### src/hw/rtl/bpa_pkg.sv
// Package for the buddy page allocator: command, status and operation codes,
// the controller/datapath interface structs and a lowest-set-bit helper.
// No dependencies.
`timescale 1ns / 1ps

package bpa_pkg;

    localparam logic [1:0] CMD_ALLOC = 2'd0;
    localparam logic [1:0] CMD_FREE  = 2'd1;
    localparam logic [1:0] CMD_ADD   = 2'd2;
    localparam logic [1:0] CMD_NOP   = 2'd3;

    localparam logic [1:0] ST_OK       = 2'd0;
    localparam logic [1:0] ST_NOMEM    = 2'd1;
    localparam logic [1:0] ST_BADORDER = 2'd2;
    localparam logic [1:0] ST_MISALIGN = 2'd3;

    typedef logic [2:0] dp_op_t;

    localparam dp_op_t OP_NONE  = 3'd0;
    localparam dp_op_t OP_LOAD  = 3'd1;
    localparam dp_op_t OP_CHECK = 3'd2;
    localparam dp_op_t OP_PICK  = 3'd3;
    localparam dp_op_t OP_SPLIT = 3'd4;
    localparam dp_op_t OP_EVAL  = 3'd5;

    typedef struct packed {
        dp_op_t op;
        logic   out_load;
    } dp_cmd_t;

    typedef struct packed {
        logic is_alloc;
        logic is_nop;
        logic bad_order;
        logic misalign;
        logic found;
        logic at_target;
        logic eval_merge;
        logic out_free;
    } dp_status_t;

    function automatic logic [5:0] lowest64(input logic [63:0] v);
        logic [5:0] n;
        n = 6'd63;
        for (int i = 62; i >= 0; i--) begin
            if (v[i]) begin
                n = 6'(i);
            end
        end
        return n;
    endfunction

endpackage

### src/hw/rtl/bpa_controller.sv
// Controller state machine of the buddy page allocator.
// Sequences checks, allocation splits and free merges. Depends on bpa_pkg.
`timescale 1ns / 1ps

module bpa_controller (
    input  logic                clk,
    input  logic                rst_n,
    input  logic                in_valid,
    output logic                in_ready,
    input  bpa_pkg::dp_status_t stat,
    output bpa_pkg::dp_cmd_t    ctrl
);
    import bpa_pkg::*;

    localparam logic [2:0] S_IDLE  = 3'd0;
    localparam logic [2:0] S_CHECK = 3'd1;
    localparam logic [2:0] S_PICK  = 3'd2;
    localparam logic [2:0] S_SPLIT = 3'd3;
    localparam logic [2:0] S_EVAL  = 3'd4;
    localparam logic [2:0] S_DONE  = 3'd5;

    logic [2:0] state_reg;
    logic [2:0] state_next;

    always_comb
    begin
        state_next    = state_reg;
        ctrl.op       = OP_NONE;
        ctrl.out_load = 1'b0;
        in_ready      = 1'b0;
        unique case (state_reg)
            S_IDLE:
            begin
                in_ready = 1'b1;
                if (in_valid) begin
                    ctrl.op    = OP_LOAD;
                    state_next = S_CHECK;
                end
            end
            S_CHECK:
            begin
                ctrl.op = OP_CHECK;
                priority if (stat.is_nop || stat.bad_order) begin
                    state_next = S_DONE;
                end else if (stat.is_alloc) begin
                    state_next = stat.found ? S_PICK : S_DONE;
                end else begin
                    state_next = stat.misalign ? S_DONE : S_EVAL;
                end
            end
            S_PICK:
            begin
                ctrl.op    = OP_PICK;
                state_next = stat.at_target ? S_DONE : S_SPLIT;
            end
            S_SPLIT:
            begin
                ctrl.op    = OP_SPLIT;
                state_next = stat.at_target ? S_DONE : S_SPLIT;
            end
            S_EVAL:
            begin
                ctrl.op    = OP_EVAL;
                state_next = stat.eval_merge ? S_EVAL : S_DONE;
            end
            S_DONE:
            begin
                if (stat.out_free) begin
                    ctrl.out_load = 1'b1;
                    state_next    = S_IDLE;
                end
            end
            default:
            begin
                state_next = S_IDLE;
            end
        endcase
    end

    always_ff @(posedge clk or negedge rst_n)
    begin
        if (!rst_n) begin
            state_reg <= S_IDLE;
        end else begin
            state_reg <= state_next;
        end
    end

endmodule

### config.mk
export PLATFORM = sky130hd
export DESIGN_NAME = bpa_controller
export DESIGN_NICKNAME = d
export VERILOG_FILES = /design/src/hw/rtl/bpa_pkg.sv /design/src/hw/rtl/bpa_controller.sv
export SDC_FILE = /design/constraint.sdc
export NUM_CORES = 1
export LEC_CHECK = 0
export BUFFER_PORTS_ARGS = -buffer_cell sky130_fd_sc_hd__buf_2
export CORE_AREA = 2 2 39 41
export CTS_BUF_LIST = sky130_fd_sc_hd__clkbuf_16
export DETAILED_ROUTE_END_ITERATION = 10
export DIE_AREA = 0 0 41 43
export SETUP_SLACK_MARGIN = 0.02
export SYNTH_ARGS = -nofsm -noshare
export SYNTH_HDL_FRONTEND = slang
export SYNTH_SLANG_ARGS = --single-unit
### constraint.sdc
create_clock -name clk -period 1.23 [get_ports clk]
set_clock_uncertainty 0.15 [all_clocks]
set_input_delay 0.246 -clock clk [delete_from_list [all_inputs] [get_ports clk]]
set_output_delay 0.246 -clock clk [all_outputs]
set_load 0.01 [all_outputs]
==> metrics, run 1 <==
Cells after Synth 30; die width 41 µm; placer's final routability congestion estimate 0.7966; top-count cell post-synth dfrtp_1; # setup viols final 7; max FFs per register 3; # clock sinks 3; residual DRC count 0; ANT cells 0; Peak Freq 663.1 MHz; cts bufs inserted 3; area grow syn2layout 120.7%; row count 14; number of synthesized register bits 3; ANT nets after route 0; Std-Cell Core Area 1384 µm²; Slew @ Worst Pin 220.5 ps; CTS tree yes; Pwr per Cell Area 2692 nW/µm²; min-delay worst type input port to flop; RSZ-0062 raised after global routing true; setup tns final -1347 ps; Crit Path Max Fanout 6; htree depth 1; CTS root buf clkbuf_16; Seq/Total Area, Yosys 30.30%; post-route minimum period 1508 ps; fin util 39.51%; total track usage 9.466%; EDFF count, synth 0; Max-Cap Viols 0; Post-Route WL 707 µm; final net count 70; vias in the first global route 309; CP required 830 ps; Design Area, Final 546.8 µm²; RR Startpoint state_reg[1]; Post-Syn Nets 41; Post-Place Cell Area 404.1 µm²; crit-path cells buf_6, a211oi_2, buf_2; layout cells sized above 1 67.24%; dpl hpwl 529.7 µm; final worst slack -278.0 ps; first-pass GRT wire length 1124 µm; worst setup path category flop to output pin; Final period util 122.6%; status finished, violations left; port bufs 15; full die area 1763 µm²; post-synth top area share 30.30%; drt wl/cell 9.554 µm; worst hold slack 158.8 ps; Synth area leaders dfrtp_1 30%, o221ai_2 6.1%, nand2b_1 5.1%; Ys Warns 0; Initial Util 17.90%; Peak supply drop 0.9224 mV; vias per cell 4.392; grt total ovfl 0; asr flop ratio synth 100.0%; HP Start stat[2]; I/O pins 16; Worst Setup End Kind output pin; clk buf depth 2; antenna violations before repair 0; Startpoint Class flop; number of DRC markers in iteration 0 4; CTS clk-pin slew, worst paths 30 ps; failing checks negative setup slack; CP peak stage delay 450 ps; largest net degree at the start of global routing 7; Synth cell types 21; Tot Pwr 0.001472 W; prevailing post-synth register cell dfrtp_1; Syn Std Cell Area 247.7 µm²; Final Hold Vio Count 0; Relative slew margins 85.19%; slowest CP cell dfrtp_2; Pleak 0.2595 nW; CP arrival 1110 ps; leading area contributor after synthesis dfrtp_1; final slew viol count 0; worst skew pair latency 220 ps; syn avg cell area 8.258 µm²; worst setup path startpoint state_reg[2]; DR pass1 iterations 2; Via Count 325; Die H 43 µm
==> metal layers <==
metal  GRT usage (%)  part of all wire, %
met2           15.31                   57
met3           1.571                  3.7
met4           6.000                    0
met1           10.71                   39
met5               0                    0
==> per-stage QoR <==
stage,cells,worst slack [ps]
floorplan,30,12.61
global placement,67,-84.41
detailed placement,67,-91.30
CTS,73,-284.3
global route,74,-315.2
finish,74,-278.0
==> path summary, 6_finish.rpt <==
path	endpoint	slack [ps]	cells after the start
setup / recovery	ctrl[1]	-280	3
hold / removal	state_reg[1]	160	3
setup reg to reg	state_reg[1]	-80	3
hold reg to reg	state_reg[1]	510	2
max in group asynchronous	state_reg[2]	610	2
min in group asynchronous	state_reg[1]	200	2
==> power by group <==
group          internal, W  switching (W)  total [W]
Clock             0.000419      0.0000859   0.000505
Combinational     0.000457       0.000294   0.000751
Sequential        0.000144      0.0000719   0.000216
==> cells in the final DEF, fill, tap and decap left out, types with 2 or more instances in the layout <==
master and count:
inv_1 2, buf_4 7, buf_2 15, buf_6 4, nand2_1 2, dfrtp_2 2
nor3_1 2, clkbuf_16 3, nor2_1 2
==> logic make-up after synthesis <==
| kind of cell | synth area share (%) |
|---|---|
| and+or+nand+nor | 32.84 |
| DFF | 30.30 |
| xor gates and xnor gates | 3.536 |
| buffers and inverters | 8.586 |
| AOI/OAI and AO/OA | 24.75 |
==> final cells by class <==
class / count / area [µm²]
Fill cell: 142 / 837.1
Multi-Input combinational cell: 23 / 183.9
Clock buffer: 3 / 75.07
Tap cell: 16 / 20.02
Clock inverter: 1 / 3.754
Timing Repair Buffer: 27 / 182.7
Inverter: 1 / 3.754
Sequential cell: 3 / 77.57
==> critical path, delay by kind of cell (launching register included) <==
family                 cells  cell delay [ps]
AOI/OAI and AO/OA          1              150
buffers and inverters      2              290
DFF                        1              450
==> what timing repair did <==
action	in CTS	in global routing
pin swaps	0	1
hold buffers	1	0
buffers inserted	1	1
setup endpoints to repair	7	8
hold endpoints to repair	3	0
resized for setup	7	3
Power figures use the tool's default switching activity.
==> run 2: changes to the inputs <==
--- a/config.mk
+++ b/config.mk
@@ -10,7 +10,9 @@
 export CTS_BUF_LIST = sky130_fd_sc_hd__clkbuf_16
 export DETAILED_ROUTE_END_ITERATION = 10
 export DIE_AREA = 0 0 41 43
+export GPL_ROUTABILITY_DRIVEN = 0
 export SETUP_SLACK_MARGIN = 0.02
 export SYNTH_ARGS = -nofsm -noshare
 export SYNTH_HDL_FRONTEND = slang
 export SYNTH_SLANG_ARGS = --single-unit
+export TNS_END_PERCENT = 10
==> metrics, run 2 (synthesis results as in run 1) <==
cts bufs inserted 3; Post-Place Cell Area 405.4 µm²; Post-Route WL 725 µm; R2R Setup Slk -30 ps; setup tns final -1269 ps; commonest cells after routing, fill and taps aside 15 x buf_2, 9 x buf_4, 3 x clkbuf_16; vias per cell 4.338; area grow syn2layout 114.6%; htree depth 1; Multi-input gate area 176.4 µm²; final worst slack -275.9 ps; Reg area 77.57 µm²; Final period util 122.4%; dpl hpwl 548.4 µm; Placed Cells 68; antenna violations before repair 0; worst hold slack 153.8 ps; most common cell after layout, fill and taps aside buf_2; Via Count 321; first-pass GRT wire length 1200 µm; # clock sinks 3; Reg2Reg Capture Point state_reg[1]; Design Area, Final 531.8 µm²; max FFs per register 3; Peak supply drop 0.8398 mV; worst r2r path cells 4; DR pass1 iterations 1; final slew viol count 0; post-route minimum period 1506 ps; Pwr per Cell Area 2600 nW/µm²; number of DRC markers in iteration 0 0; RR Startpoint state_reg[0]; port bufs 15; residual DRC count 0; Pleak 0.2565 nW; worst setup path startpoint state_reg[1]; RSZ-0062 raised after global routing true; Startpoint Class flop; CP required 830 ps; Relative slew margins 90.03%; I/O pins 16; Max-Cap Viols 0; Slew @ Worst Pin 148.7 ps; total track usage 10.36%; vias in the first global route 312; worst setup path category flop to output pin; ANT nets after route 0; Std-Cell Core Area 1384 µm²; worst skew pair latency 220 ps; largest net degree at the start of global routing 7; Finished Layout Cells 74; clk buf depth 2; CTS tree yes; ANT cells 0; failing checks negative setup slack; Peak Freq 664.0 MHz; status finished, violations left; CP arrival 1110 ps; end point of the critical path ctrl[3]; Worst Setup End Kind output pin; CTS clk-pin slew, worst paths 30 ps; Die H 43 µm; min-delay worst type input port to flop; final net count 70; grt total ovfl 0; CTS root buf clkbuf_16; die width 41 µm; Crit Path Max Fanout 4; Initial Util 17.90%; layout cells sized above 1 67.24%; # setup viols final 6; row count 14; full die area 1763 µm²; Final Hold Vio Count 0; drt wl/cell 9.797 µm; Filler cells 144
## run 2: how the worst min path moves through the flow
stage / start / slack [ps] / cells after the start / endpoint
2_1_floorplan: rst_n / -200 / 0 / state_reg[0]
3_3_place_gp: rst_n / -110 / 1 / state_reg[1]
3_5_place_dp: rst_n / -100 / 1 / state_reg[2]
4_1_cts: stat[2] / 140 / 3 / state_reg[1]
5_1_grt: stat[2] / 170 / 3 / state_reg[1]
6_report: stat[2] / 150 / 3 / state_reg[1]
## run 2: layout make-up
cell class | count | share of cell area, %
Clock buffer | 3 | 14.12
Clock inverter | 1 | 0.7059
Inverter | 1 | 0.7059
Multi-Input combinational cell | 23 | 33.18
Sequential cell | 3 | 14.59
Tap cell | 16 | 3.765
Timing Repair Buffer | 27 | 32.94
## run 2: stage by stage
stage	setup slack [ps]	total power [W]	util [%]
floorplan	-18.44	0.0005258	-
global placement	-99.05	0.0007792	29.29
detailed placement	-103.1	0.0007908	29.29
CTS	-281.8	0.001381	37.70
global route	-319.0	0.001476	38.43
finish	-275.9	0.001383	38.43
## run 2: layer usage
| metal | global-route usage [%] | wire length [µm] |
|---|---|---|
| met1 | 11.00 | 292 |
| met4 | 4.000 | 0 |
| met2 | 15.94 | 374 |
| met3 | 6.283 | 58 |
| met5 | 0 | 0 |
## run 2: worst max-delay path, cell delays in order, from the launching register on
cell and delay [ps]:
dfrtp_1 370, nand2b_1 200, o22ai_1 170, buf_2 150
## run 2: power by group
group	leakage [nW]	internal (W)	switching (W)	total, W
Clock	0.0423	0.000419	0.0000836	0.000502
Combinational	0.179	0.000396	0.000282	0.000678
Sequential	0.0351	0.000144	0.0000584	0.000202
## run 2: what timing repair did
action	in CTS	in global routing
endpoints found under the hold margin	3	0
buffers inserted	1	0
hold buffers	1	0
gates resized for setup	6	3
setup endpoints to repair	7	8
